## config.mk

```make
export PLATFORM = sky130hd
export DESIGN_NAME = proximity_gesture_detector_top
export DESIGN_NICKNAME = d
export VERILOG_FILES = /design/src/hw/rtl/pgd_pkg.sv /design/src/hw/rtl/pgd_div.sv /design/src/hw/rtl/proximity_gesture_detector_top.sv
export SDC_FILE = /design/constraint.sdc
export NUM_CORES = 1
export LEC_CHECK = 0
export ABC_AREA = 1
export BUFFER_PORTS_ARGS = -buffer_cell sky130_fd_sc_hd__clkbuf_2
export CAP_MARGIN = 10
export CORE_ASPECT_RATIO = 1.1
export CORE_UTILIZATION = 25
export CTS_CLUSTER_SIZE = 14
export DETAILED_ROUTE_END_ITERATION = 6
export GPL_TIMING_DRIVEN = 0
export PLACE_DENSITY = 0.35
export SETUP_SLACK_MARGIN = 0.4
export SYNTH_ARGS = -nofsm -noshare
export SYNTH_HDL_FRONTEND = slang
export SYNTH_SLANG_ARGS = --single-unit
```

## constraint.sdc

```tcl
create_clock -name clk_i -period 6.6 [get_ports clk_i]
set_clock_uncertainty 0.05 [all_clocks]
set_input_delay 0.33 -clock clk_i [delete_from_list [all_inputs] [get_ports clk_i]]
set_output_delay 0.33 -clock clk_i [all_outputs]
set_load 0.02 [all_outputs]
```

## src/hw/rtl/pgd_pkg.sv

```systemverilog
// ----------------------------------------------------------------------------
// pgd_pkg
// shared types and codes of the proximity gesture detector
// ----------------------------------------------------------------------------
package pgd_pkg;

  // zone count and fixed widths of the payload fields
  localparam int unsigned ZoneCount  = 5;
  localparam int unsigned ZoneW      = 3;
  localparam int unsigned TimeW      = 32;
  localparam int unsigned CfgW       = 16;
  localparam int unsigned CfgIdxW    = 2;
  localparam int unsigned BriW       = 8;

  // configuration register indexes
  localparam logic [CfgIdxW-1:0] CFG_CLICK_TIMEOUT = 2'd0;
  localparam logic [CfgIdxW-1:0] CFG_SWIPE_WINDOW  = 2'd1;

  // register reset values
  localparam logic [CfgW-1:0] ClickTimeoutRst = 16'd600;
  localparam logic [CfgW-1:0] SwipeWindowRst  = 16'd250;

  // zone event codes
  localparam logic [1:0] ZEV_NONE  = 2'd0;
  localparam logic [1:0] ZEV_START = 2'd1;
  localparam logic [1:0] ZEV_CLICK = 2'd2;
  localparam logic [1:0] ZEV_END   = 2'd3;

  // swipe event codes
  localparam logic [1:0] SEV_NONE  = 2'd0;
  localparam logic [1:0] SEV_RIGHT = 2'd1;
  localparam logic [1:0] SEV_LEFT  = 2'd2;

  localparam logic [BriW-1:0] BriFull = 8'd255;

  // request to the brightness divider
  typedef struct packed {
    logic            start;
    logic [CfgW-1:0] diff;
    logic [CfgW-1:0] divisor;
  } div_req_t;

  // answer of the brightness divider
  typedef struct packed {
    logic            done;
    logic [BriW-1:0] quot;
  } div_rsp_t;

endpackage

```

## src/hw/rtl/pgd_div.sv

```systemverilog
// ----------------------------------------------------------------------------
// pgd_div
// serial divider for the dimming level: floor(255*diff/divisor), diff <= divisor
// ----------------------------------------------------------------------------
module pgd_div (
  input  logic              clk_i,
  input  logic              rst_ni,
  input  pgd_pkg::div_req_t req_i,
  output pgd_pkg::div_rsp_t rsp_o
);
  import pgd_pkg::*;

  localparam int unsigned NumW  = CfgW + BriW;
  localparam int unsigned StepW = $clog2(BriW);

  logic             busy_q;
  logic             done_q;
  logic [StepW-1:0] step_q;
  logic [CfgW-1:0]  rem_q;
  logic [BriW-1:0]  low_q;
  logic [BriW-1:0]  quot_q;
  logic [CfgW-1:0]  dvs_q;

  logic [NumW-1:0]  num;
  logic [CfgW:0]    trial;
  logic [CfgW:0]    trial_sub;
  logic             qbit;

  // numerator 255*diff as a shift and subtract
  assign num = {req_i.diff, {BriW{1'b0}}} - NumW'(req_i.diff);

  // one restoring step: shift in the next numerator bit, try the divisor
  assign trial     = {rem_q, low_q[BriW-1]};
  assign trial_sub = trial - {1'b0, dvs_q};
  assign qbit      = (trial >= {1'b0, dvs_q});

  // sequencer of the steps
  always_ff @(posedge clk_i or negedge rst_ni) begin
    if (!rst_ni) begin
      busy_q <= 1'b0;
      done_q <= 1'b0;
      step_q <= '0;
    end else begin
      done_q <= 1'b0;
      if (req_i.start) begin
        busy_q <= 1'b1;
        step_q <= '0;
      end else if (busy_q) begin
        step_q <= step_q + StepW'(1);
        if (step_q == StepW'(BriW - 1)) begin
          busy_q <= 1'b0;
          done_q <= 1'b1;
        end
      end
    end
  end

  // datapath, quotient < 256 so the top numerator bits start below the divisor
  always_ff @(posedge clk_i) begin
    if (req_i.start) begin
      rem_q  <= num[NumW-1:BriW];
      low_q  <= num[BriW-1:0];
      dvs_q  <= req_i.divisor;
      quot_q <= '0;
    end else if (busy_q) begin
      rem_q  <= qbit ? trial_sub[CfgW-1:0] : trial[CfgW-1:0];
      low_q  <= {low_q[BriW-2:0], 1'b0};
      quot_q <= {quot_q[BriW-2:0], qbit};
    end
  end

  assign rsp_o.done = done_q;
  assign rsp_o.quot = quot_q;

endmodule

```

## src/hw/rtl/proximity_gesture_detector_top.sv

```systemverilog
// ----------------------------------------------------------------------------
// proximity_gesture_detector_top
// hover, click, hover end and swipe detection over proximity sample ticks
// ----------------------------------------------------------------------------
//  channel | direction | handshake                | word
//  in      | input     | in_valid_i / in_stall_o  | zone_hits_i, now_ms_i
//  out     | output    | out_valid_o / out_stall_i| zone/swipe events, brightness
//  cfg     | input     | cfg_valid_i / cfg_ready_o| cfg_index_i, cfg_data_i
//
// one word in gives one word out; the block takes one word at a time
// a word runs through the calc and done states, and also through the div state
// when the dwell brightness runs through the 8-step serial divider
// a finished word waits in the result registers until the output register is
// free, so a stalled output only holds the next word once its own result is ready
// reset is asynchronous; configuration writes are taken in every cycle
// ----------------------------------------------------------------------------
module proximity_gesture_detector_top #(
  parameter int unsigned SWIPE_DEPTH = 5
) (
  input  logic                          clk_i,
  input  logic                          rst_ni,
  // sample input
  input  logic                          in_valid_i,
  output logic                          in_stall_o,
  input  logic [pgd_pkg::ZoneCount-1:0] zone_hits_i,
  input  logic [pgd_pkg::TimeW-1:0]     now_ms_i,
  // result output
  output logic                          out_valid_o,
  input  logic                          out_stall_i,
  output logic [1:0]                    zone_event_o,
  output logic [pgd_pkg::ZoneW-1:0]     zone_number_o,
  output logic [1:0]                    swipe_event_o,
  output logic [pgd_pkg::BriW-1:0]      brightness_o,
  output logic                          brightness_valid_o,
  // configuration
  input  logic                          cfg_valid_i,
  output logic                          cfg_ready_o,
  input  logic [pgd_pkg::CfgIdxW-1:0]   cfg_index_i,
  input  logic [pgd_pkg::CfgW-1:0]      cfg_data_i
);
  import pgd_pkg::*;

  localparam int unsigned CntW = $clog2(SWIPE_DEPTH);
  localparam logic [CntW-1:0] CntMax = CntW'(SWIPE_DEPTH - 1);
  localparam logic [CntW-1:0] CntTwo = CntW'(2);
  localparam logic [ZoneW-1:0] ZoneTwo  = ZoneW'(2);
  localparam logic [ZoneW-1:0] ZoneNext = ZoneW'(ZoneCount - 1);

  // sequencer states
  localparam logic [1:0] ST_IDLE = 2'd0;
  localparam logic [1:0] ST_CALC = 2'd1;
  localparam logic [1:0] ST_DIV  = 2'd2;
  localparam logic [1:0] ST_DONE = 2'd3;

  // zone 1..5 when exactly one flag is set, else 0
  function automatic logic [ZoneW-1:0] single_zone(input logic [ZoneCount-1:0] z);
    logic [ZoneW-1:0] k;
    k = '0;
    unique case (z)
      5'b00001: k = 3'd1;
      5'b00010: k = 3'd2;
      5'b00100: k = 3'd3;
      5'b01000: k = 3'd4;
      5'b10000: k = 3'd5;
      default:  k = '0;
    endcase
    return k;
  endfunction

  logic [1:0]           state_q, state_d;
  logic [CfgW-1:0]      click_timeout_q;
  logic [CfgW-1:0]      swipe_window_q;
  logic [ZoneCount-1:0] zone_q;
  logic [TimeW-1:0]     now_q;

  // hover state
  logic             motion_q, motion_d;
  logic             hover_q, hover_d;
  logic [TimeW-1:0] hover_stamp_q, hover_stamp_d;
  logic             click_q, click_d;
  logic             end_rep_q, end_rep_d;
  logic [ZoneW-1:0] last_zone_q, last_zone_d;

  // swipe trackers
  logic             r_act_q, r_act_d, l_act_q, l_act_d;
  logic [CntW-1:0]  r_cnt_q, r_cnt_d, l_cnt_q, l_cnt_d;
  logic [TimeW-1:0] r_stamp_q, r_stamp_d, l_stamp_q, l_stamp_d;
  logic [ZoneW-1:0] r_zones_q [SWIPE_DEPTH];
  logic [ZoneW-1:0] l_zones_q [SWIPE_DEPTH];
  logic             r_zwe, l_zwe;

  // result held until the output register is free
  logic [1:0]       res_zev_q, res_zev_d;
  logic [ZoneW-1:0] res_znum_q, res_znum_d;
  logic [1:0]       res_sev_q, res_sev_d;
  logic [BriW-1:0]  res_bri_q, res_bri_d;
  logic             res_bval_q, res_bval_d;
  logic             need_div;
  logic [CfgW-1:0]  div_diff;

  // output register
  logic             out_valid_q;
  logic [1:0]       out_zev_q;
  logic [ZoneW-1:0] out_znum_q;
  logic [1:0]       out_sev_q;
  logic [BriW-1:0]  out_bri_q;
  logic             out_bval_q;

  logic [ZoneW-1:0] k;
  logic             idle_z;
  logic [TimeW-1:0] r_el, l_el, h_el;
  logic [TimeW-1:0] win32, cto32;
  logic             r_order, l_order;
  logic             rf, lf;
  logic             out_free;
  logic             in_acc;

  div_req_t div_req;
  div_rsp_t div_rsp;

  assign in_acc      = in_valid_i && !in_stall_o;
  assign in_stall_o  = (state_q != ST_IDLE);
  assign cfg_ready_o = 1'b1;
  assign out_free    = !out_valid_q || !out_stall_i;

  assign k      = single_zone(zone_q);
  assign idle_z = (zone_q == '0);
  assign win32  = TimeW'(swipe_window_q);
  assign cto32  = TimeW'(click_timeout_q);
  assign r_el   = now_q - r_stamp_q;
  assign l_el   = now_q - l_stamp_q;
  assign h_el   = now_q - hover_stamp_q;

  assign r_order = (r_zones_q[0] < r_zones_q[1]) && (r_zones_q[1] < r_zones_q[2]);
  assign l_order = (l_zones_q[0] > l_zones_q[1]) && (l_zones_q[1] > l_zones_q[2]);

  // one tick of gesture logic: swipe checks, then hover
  always_comb begin
    r_act_d = r_act_q;  r_cnt_d = r_cnt_q;  r_stamp_d = r_stamp_q;
    l_act_d = l_act_q;  l_cnt_d = l_cnt_q;  l_stamp_d = l_stamp_q;
    r_zwe = 1'b0;  l_zwe = 1'b0;
    rf = 1'b0;  lf = 1'b0;
    motion_d = motion_q;  hover_d = hover_q;  hover_stamp_d = hover_stamp_q;
    click_d = click_q;  end_rep_d = end_rep_q;  last_zone_d = last_zone_q;
    res_zev_d = ZEV_NONE;  res_znum_d = '0;  res_sev_d = SEV_NONE;
    res_bri_d = '0;  res_bval_d = 1'b0;
    need_div = 1'b0;
    div_diff = click_timeout_q - h_el[CfgW-1:0];

    // right tracker check
    if (r_act_q) begin
      if (r_el > win32) begin
        r_act_d = 1'b0;
        r_cnt_d = '0;
      end else if (r_el < win32 && r_cnt_q >= CntTwo && r_order && idle_z) begin
        r_act_d = 1'b0;
        r_cnt_d = '0;
        rf = 1'b1;
      end
    end
    // left tracker check
    if (l_act_q) begin
      if (l_el > win32) begin
        l_act_d = 1'b0;
        l_cnt_d = '0;
      end else if (l_el < win32 && l_cnt_q >= CntTwo && l_order && idle_z) begin
        l_act_d = 1'b0;
        l_cnt_d = '0;
        lf = 1'b1;
      end
    end
    if (rf) begin
      res_sev_d = SEV_RIGHT;
    end else if (lf) begin
      res_sev_d = SEV_LEFT;
    end

    // hover logic
    if (motion_q) begin
      if (k != '0) begin
        if (!click_q) begin
          if (!hover_q) begin
            res_zev_d  = ZEV_START;
            res_znum_d = k;
            last_zone_d = k;
            res_bri_d  = BriFull;
            res_bval_d = 1'b1;
            if (r_act_d && k >= ZoneTwo) begin
              r_cnt_d   = (r_cnt_d < CntMax) ? r_cnt_d + CntW'(1) : CntMax;
              r_stamp_d = now_q;
              r_zwe     = 1'b1;
            end else if (!r_act_d && k <= ZoneTwo) begin
              r_act_d   = 1'b1;
              r_cnt_d   = '0;
              r_stamp_d = now_q;
              r_zwe     = 1'b1;
            end
            if (l_act_d && k <= ZoneNext) begin
              l_cnt_d   = (l_cnt_d < CntMax) ? l_cnt_d + CntW'(1) : CntMax;
              l_stamp_d = now_q;
              l_zwe     = 1'b1;
            end else if (!l_act_d && k >= ZoneNext) begin
              l_act_d   = 1'b1;
              l_cnt_d   = '0;
              l_stamp_d = now_q;
              l_zwe     = 1'b1;
            end
            hover_stamp_d = now_q;
            hover_d = 1'b1;
          end else if (h_el > cto32) begin
            res_zev_d  = ZEV_CLICK;
            res_znum_d = k;
            click_d    = 1'b1;
          end else begin
            res_bval_d = 1'b1;
            if (click_timeout_q == '0) begin
              res_bri_d = BriFull;
            end else begin
              need_div = 1'b1;
            end
          end
        end
      end else begin
        motion_d = 1'b0;
        hover_d  = 1'b0;
        if (!end_rep_q) begin
          end_rep_d = 1'b1;
          if (last_zone_q != '0) begin
            res_zev_d  = ZEV_END;
            res_znum_d = last_zone_q;
          end
        end
        res_bri_d  = '0;
        res_bval_d = 1'b1;
      end
    end else if (k != '0) begin
      motion_d  = 1'b1;
      end_rep_d = 1'b0;
    end else begin
      click_d   = 1'b0;
      end_rep_d = 1'b0;
    end
  end

  // divider request
  assign div_req.start   = (state_q == ST_CALC) && need_div;
  assign div_req.diff    = div_diff;
  assign div_req.divisor = click_timeout_q;

  pgd_div u_div (
    .clk_i  (clk_i),
    .rst_ni (rst_ni),
    .req_i  (div_req),
    .rsp_o  (div_rsp)
  );

  // sequencer
  always_comb begin
    state_d = state_q;
    unique case (state_q)
      ST_IDLE: if (in_acc) state_d = ST_CALC;
      ST_CALC: state_d = need_div ? ST_DIV : ST_DONE;
      ST_DIV:  if (div_rsp.done) state_d = ST_DONE;
      ST_DONE: if (out_free) state_d = ST_IDLE;
      default: state_d = ST_IDLE;
    endcase
  end

  // control state and configuration
  always_ff @(posedge clk_i or negedge rst_ni) begin
    if (!rst_ni) begin
      state_q         <= ST_IDLE;
      click_timeout_q <= ClickTimeoutRst;
      swipe_window_q  <= SwipeWindowRst;
      motion_q        <= 1'b0;
      hover_q         <= 1'b0;
      click_q         <= 1'b0;
      end_rep_q       <= 1'b0;
      last_zone_q     <= '0;
      r_act_q         <= 1'b0;
      r_cnt_q         <= '0;
      l_act_q         <= 1'b0;
      l_cnt_q         <= '0;
      out_valid_q     <= 1'b0;
    end else begin
      state_q <= state_d;
      if (cfg_valid_i && cfg_ready_o) begin
        unique case (cfg_index_i)
          CFG_CLICK_TIMEOUT: click_timeout_q <= cfg_data_i;
          CFG_SWIPE_WINDOW:  swipe_window_q  <= cfg_data_i;
          default: ;
        endcase
      end
      if (state_q == ST_CALC) begin
        motion_q    <= motion_d;
        hover_q     <= hover_d;
        click_q     <= click_d;
        end_rep_q   <= end_rep_d;
        last_zone_q <= last_zone_d;
        r_act_q     <= r_act_d;
        r_cnt_q     <= r_cnt_d;
        l_act_q     <= l_act_d;
        l_cnt_q     <= l_cnt_d;
      end
      if (state_q == ST_DONE && out_free) begin
        out_valid_q <= 1'b1;
      end else if (!out_stall_i) begin
        out_valid_q <= 1'b0;
      end
    end
  end

  // payload registers
  always_ff @(posedge clk_i) begin
    if (in_acc) begin
      zone_q <= zone_hits_i;
      now_q  <= now_ms_i;
    end
    if (state_q == ST_CALC) begin
      hover_stamp_q <= hover_stamp_d;
      r_stamp_q     <= r_stamp_d;
      l_stamp_q     <= l_stamp_d;
      res_zev_q     <= res_zev_d;
      res_znum_q    <= res_znum_d;
      res_sev_q     <= res_sev_d;
      res_bri_q     <= res_bri_d;
      res_bval_q    <= res_bval_d;
      if (r_zwe) r_zones_q[r_cnt_d] <= k;
      if (l_zwe) l_zones_q[l_cnt_d] <= k;
    end
    if (state_q == ST_DIV && div_rsp.done) begin
      res_bri_q <= div_rsp.quot;
    end
    if (state_q == ST_DONE && out_free) begin
      out_zev_q  <= res_zev_q;
      out_znum_q <= res_znum_q;
      out_sev_q  <= res_sev_q;
      out_bri_q  <= res_bri_q;
      out_bval_q <= res_bval_q;
    end
  end

  assign out_valid_o        = out_valid_q;
  assign zone_event_o       = out_zev_q;
  assign zone_number_o      = out_znum_q;
  assign swipe_event_o      = out_sev_q;
  assign brightness_o       = out_bri_q;
  assign brightness_valid_o = out_bval_q;

endmodule

```

### Yosys cells after proc, flatten, opt, wreduce, memory -nomap -nowiden

Memories as Yosys holds them, arrays and structs flattened.
Cells that the tools add are included.

| storage, ports and cells | value |
|---|---|
| memories | 2 |
| input port bits | 60 |
| flip-flop bits (word level) | 268 |
| RAM bits | 30 |

Memories:

| name | words | bits a word | rd ports | clocked after Yosys merged registers in | wr ports | RTL line | source |
|---|---|---|---|---|---|---|---|
| l_zones_q | 5 | 3 | 3 | 0 | 1 | proximity_gesture_detector_top.sv:89 | `logic [ZoneW-1:0] l_zones_q [SWIPE_DEPTH];` |
| r_zones_q | 5 | 3 | 3 | 0 | 1 | proximity_gesture_detector_top.sv:88 | `logic [ZoneW-1:0] r_zones_q [SWIPE_DEPTH];` |

| operators by class | value |
|---|---|
| equal/unequal tests | 18 |
| muxes and demuxes | 129 |
| bitwise gates (word level) | 2 |
| add/sub/neg operators | 9 |
| reduce and logical (&&, ||, !) cells | 42 |
| order comparisons | 18 |

Operator list:

| cell | count |
|---|---|
| 32-bit 2-to-1 mux | 4 |
| 32-bit by 16-bit > comparator with 1-bit output | 3 |
| 32-bit subtractor | 3 |
| 3-bit 2-to-1 mux | 28 |
| 8-bit 2-to-1 mux | 10 |
| 1-bit 2-to-1 mux | 72 |
| 32-bit by 16-bit less-than comparator with 1-bit output | 2 |
| 16-bit 2-to-1 mux | 3 |
| 16-bit subtractor | 2 |
| 24-bit by 16-bit subtractor with 24-bit output | 1 |
| 2-bit 2-to-1 mux | 10 |
| 17-bit by 16-bit >= comparator with 1-bit output | 1 |
| 1-bit logical AND | 16 |
| 16-bit zero test | 1 |
| 3-bit one-hot mux with 5 select lines | 1 |
| 6-bit AND reduction | 2 |
| 2-bit inequality test (second input constant) | 5 |
| 2-bit nonzero test | 5 |
| 3-bit by 1-bit adder with 3-bit output (second input constant) | 3 |
| 3-bit by 2-bit >= comparator with 1-bit output (second input constant) | 3 |
| 3-bit AND reduction | 3 |
| 2-bit one-hot mux with 4 select lines | 1 |
| 3-bit > comparator | 2 |
| 3-bit less-than comparator | 2 |
| other kinds (21) | 35 |

### Longest topological paths before layout

| logic depth | value |
|---|---|
| word-level depth | 19 |
| depth in mapped cells | 36 |

### By module

A second synthesis with hierarchy kept.

| unflattened totals | value |
|---|---|
| cell total of the unflattened synthesis | 3,044 |
| area, all modules | 22,357.7 µm² |

By module, submodules not included:

| module | times used | area each (µm²) | cells each |
|---|---|---|---|
| proximity_gesture_detector_top | 1 | 18,002.3 | 2,420 |
| pgd_div | 1 | 4,355.4 | 624 |

### Worst setup path before layout

Ideal clock, no wire load.

| timing path | value |
|---|---|
| kind | reg-to-reg |
| start | register zone_q[0] |
| end | register hover_stamp_q[0], enable pin |
| cell stages (with the launch flop) | 9 |
| required time | 6.030 ns |
| buffers on the path | 0 |
| setup time | 0.520 ns |
| arrival | 4.793 ns |
| setup slack | 1.237 ns |
| cells stage by stage | edfxtp_1 o41ai_1 nand2_1 nand2_1 inv_1 nand2_1 ha_1 inv_1 nor4_1 |

| between the ends | value |
|---|---|
| cells in the longest elaborated chain, start to end | 4 |
| elaborated cells between the ends (all ways) | 8 |
| classes of those cells | eq/ne: 5; mux: 1; reduce/logical: 2 |

RTL lines:

| what | RTL line | source |
|---|---|---|
| start, declared | proximity_gesture_detector_top.sv:73 | `logic [ZoneCount-1:0] zone_q;` |
| start signal, assigned | proximity_gesture_detector_top.sv:316 | `zone_q <= zone_hits_i;` |
| 5-bit == test (tied with other cells) | proximity_gesture_detector_top.sv:59 | `unique case (z)` |
| 3-bit one-hot mux with 5 select lines * | proximity_gesture_detector_top.sv:59 |  |
| 3-bit nonzero test * | proximity_gesture_detector_top.sv:180 | `if (k != '0) begin` |
| 5-bit AND reduction (no line) * | n/a |  |
| end signal, assigned | proximity_gesture_detector_top.sv:320 | `hover_stamp_q <= hover_stamp_d;` |
| end, declared | proximity_gesture_detector_top.sv:79 | `logic [TimeW-1:0] hover_stamp_q, hover_stamp_d;` |

Every way passes the cells marked *; elsewhere a longest branch is shown, timed or not.
A chain may end at the register's enable or synchronous reset.

### Worst setup path after layout

| timing path | value |
|---|---|
| start | register now_q[0] |
| end | register u_div.rem_q[12] (data pin) |

| between the ends | value |
|---|---|
| cells in the longest elaborated chain, start to end | 9 |
| elaborated cells between the ends (all ways) | 11 |
| classes of those cells | add/sub: 3; order compare: 1; mux: 6; reduce/logical: 1 |

RTL lines:

| what | RTL line | source |
|---|---|---|
| start, declared | proximity_gesture_detector_top.sv:74 | `logic [TimeW-1:0] now_q;` |
| start signal, assigned | proximity_gesture_detector_top.sv:317 | `now_q <= now_ms_i;` |
| 32-bit subtractor * | proximity_gesture_detector_top.sv:132 | `assign h_el = now_q - hover_stamp_q;` |
| branches (longest 7 deep; another with 24-bit by 16-bit subtractor with 24-bit output) | n/a |  |
| 16-bit 2-to-1 mux * | pgd_div.sv:60 | `if (req_i.start) begin` |
| end signal, assigned | pgd_div.sv:61 | `rem_q <= num[NumW-1:BriW];` |
| end signal, assigned | pgd_div.sv:66 | `rem_q <= qbit ? trial_sub[CfgW-1:0] : trial[CfgW-1:0];` |
| end, declared | pgd_div.sv:19 | `logic [CfgW-1:0] rem_q;` |

Mark *: on every way between the ends.

==> results.toml <==
[outcome]
outcome = "finished clean"

[floorplanning]
dieWidth_um = 278.1
core-area_um2 = 83190
start_util_pct = 25.20
rows = 111
ios = 79
die_y_um = 305.7
die-area_um2 = 85020

[power]
intPower_mw = 4.454
p_comb_share_pct = 41.4
peakVddDrop_mv = 0.1531
netSwitchingFraction_pct = 41.23
p_leak_nw = 11.91
p_clk_share_pct = 27.4
p_seq_share_pct = 31.2
power_switching_mw = 3.124
total_power_mw = 7.579
power_density_nw_per_um2 = 307.5

[sta]
fmax_mhz = 174.3
setup_ws_ps = 862.8
final_max_slew_viol_count = 0
rsz0062_at_grt = "true"
hold_violations = 0
setup_tns_ps = 0
worstMarginPinSlew_ps = 941.7
period_share_pct = 86.93
max_slew_margin_pct = 36.64
setup_viol = 0
min_period_ps = 5737

[detailed_routing]
drc = 0
drtIter0Drc = 857
ant_nets = 0
dr.pass1.iters = 5
vias_per_cell = 4.442
wl_per_cell_um = 16.59
totalWireLength_um = 66890
num_vias = 17920

[finish]
nets = 3193
mostFrequentLayoutCells = "nand2_1 (772), inv_1 (531), edfxtp_1 (223), nor2_1 (222), ha_1 (201)"
drive_gt1_share_pct = 7.539
area_growth_pct = 17.54
fin_cells = 4033
final_common_cell = "nand2_1"
final_area_um2 = 24640

[synthesis]
synth_cells = 2746
syn_nets = 3012
netlist_area_um2 = 20970
ys.flop_type = "edfxtp_1"
seq_area_frac_synth_pct = 39.33
ys_ff_latch = 286
ys_warn_count = 0
syn_area_per_cell_um2 = 7.635
synth_edf_count = 223
synthDistinctLibCells = 55
async_reset_ff_share_pct = 19.23

[clock_tree]
cts_sinks = 286
cts_buffers = 39
cts_buffer_depth = 3
cts_tree = "done"
htree_num_levels = 2
cts_root_buffer = "clkbuf_16"
clk_pin_slew_ps = 60
clk_latency_ps = 580

[hold_path]
hold_class = "input port to flop"
min-delay-start = "cfg_data_i[11]"
hold_path_depth = 3
min_to = "click_timeout_q[11]$_DFFE_PN0P_"

[critical_path]
r2r_end = "u_div.rem_q[12]$_DFFE_PP_"
crit_type = "flop to flop"
regToRegSetupSlack_ps = 860
crit_slowest_cell = "xor2_1"
critPathMaxFanout = 6
worst_ep_required_time_ps = 6860
crit_arrival_ps = 6000
reg2reg_depth = 25
crit_path_frequent_cell = "nand2_1"
start_kind = "flop"
cp_slowest_stage_delay_ps = 590
end_kind = "flop"
r2r_start = "now_q[0]$_DFFE_PP_"

[job]
cap_viol_max_count = 0

[global_routing]
grt_max_degree = 43
grt_pass1_vias = 18390
grt_pass1_wl_um = 103600
antenna_found_initial = 1
grt_overflow = 0
track_usage_pct = 15.85

[place]
dpl_cell_area_um2 = 22860
dp_hpwl_um = 55280
portBuffers = 77
dpl.cell_count = 3905
gp_congestion = 0.8660
dpl_worst_slack_ps = 373.3
power groups by stage:
stage / clock (mW) / sequential, mW / combinational, mW
after CTS: 2.17 / 2.38 / 3.17
after floorplan: 0 / 2.38 / 2.20
after global routing: 2.21 / 2.40 / 3.58
after detailed placement: 0 / 2.42 / 3.14
after global placement: 0 / 2.42 / 3.13
final: 2.07 / 2.37 / 3.14
critical path: cells and delay by family, from the launching register on:
kind / cells / cell delay [ps]
simple gates: 10 / 1460
fa+ha+maj: 4 / 1210
compound gates: 5 / 1190
xor+xnor: 3 / 850
flops: 1 / 450
buf+inv: 3 / 280
kinds of logic (layout without fill, tap and decap cells):
| kind of cell | Yosys count | in the layout | share of synthesized area, % |
|---|---|---|---|
| adder cells (fa/ha/maj) | 206 | 206 | 12.47 |
| other | 1 | 3 | 0.01789 |
| AO/OA/AOI/OAI | 340 | 340 | 9.245 |
| buffers and inverters | 555 | 767 | 10.09 |
| AND/OR/NAND/NOR | 1269 | 1269 | 25.13 |
| flip-flops | 286 | 286 | 39.33 |
| XOR/XNOR | 89 | 89 | 3.718 |
registers in the layout (all words and copies together), names as in the netlist, 3 cells and up:
register         count
brightness_o         8
click_timeout_q     16
swipe_window_q      16
zone_q               5
u_div.rem_q         16
u_div.dvs_q         16
zone_number_o        3
now_q               32
hover_stamp_q       32
r_zones_q            9
u_div.step_q         3
last_zone_q          3
u_div.low_q          8
r_stamp_q           32
res_znum_q           3
l_cnt_q              3
r_cnt_q              3
res_bri_q            8
u_div.quot_q         8
l_zones_q            9
l_stamp_q           32
area by class of cell:
class                   count  area [um2]
flip-flops and latches    286        8245
clock inverters            16       150.1
diodes                      2       5.005
multi-input cells        1905       10630
fillers                  8936       58550
inverters                 533        2001
clock buffers              56        1081
repair buffers            140        1072
plain buffers              22       113.9
well taps                1073        1343
routing by layer:
metal / vias to the layer above / share of wire, % / routed length, um / GRT usage (%)
li1: 9227 / - / - / -
met5: - / 0 / 0 / 0
met3: 90 / 2.6 / 1733 / 1.972
met4: 0 / 2.7 / 1839 / 4.664
met1: 8353 / 43 / 28710 / 18.22
met2: 246 / 52 / 34610 / 30.21
stage by stage:
| stage | hold slack, ps | util, % |
|---|---|---|
| CTS | 13.72 | 29.56 |
| global route | 33.92 | 29.62 |
| detailed placement | 191.9 | 27.48 |
| global placement | 358.0 | 27.28 |
| floorplan | -15.59 | - |
| finish | 37.62 | 29.62 |
synth_stat cells (8+ instances only):
cell type	number	area, um2
a21oi_1	139	695.7
inv_1	532	1997
nor3_1	35	175.2
nand2_2	9	56.30
ha_1	201	2515
clkbuf_1	11	41.29
nand2_1	773	2902
o21bai_1	13	97.59
nand3b_1	10	75.07
nor2_1	223	837.1
nand3_1	138	690.7
nor2_2	11	68.82
xnor2_1	26	227.7
nand4_1	40	250.2
dfrtp_1	45	1126
xor2_1	63	551.8
or2_2	10	62.56
o21ai_0	122	610.6
edfxtp_1	223	6696
o21ai_1	8	40.04
dfxtp_1	8	160.2
nor4_1	10	62.56
dfstp_2	10	262.8
how the worst max path moves through the flow:
stage / startpoint / endpoint / slack [ps] / cells past startpoint
4_1_cts: now_q[1]$_DFFE_PP_ / l_zones_q[2][1]$_DFFE_PP_ / 570 / 26
2_1_floorplan: zone_q[0]$_DFFE_PP_ / hover_stamp_q[0]$_DFFE_PP_ / 1240 / 8
3_5_place_dp: now_q[1]$_DFFE_PP_ / l_zones_q[2][1]$_DFFE_PP_ / 370 / 26
6_report: now_q[0]$_DFFE_PP_ / u_div.rem_q[12]$_DFFE_PP_ / 860 / 25
3_3_place_gp: zone_q[1]$_DFFE_PP_ / last_zone_q[1]$_DFFE_PN0P_ / -1400 / 9
5_1_grt: now_q[0]$_DFFE_PP_ / u_div.rem_q[12]$_DFFE_PP_ / 360 / 30
timing repair:
item,in CTS,in global routing
cloned,0,0
hold buffers,49,0
pin swaps,0,1
endpoints found under the setup margin,3,31
resized for setup,1,3
hold endpoints to repair,106,0
setup buffers,0,4
Power figures use the tool's default switching activity.
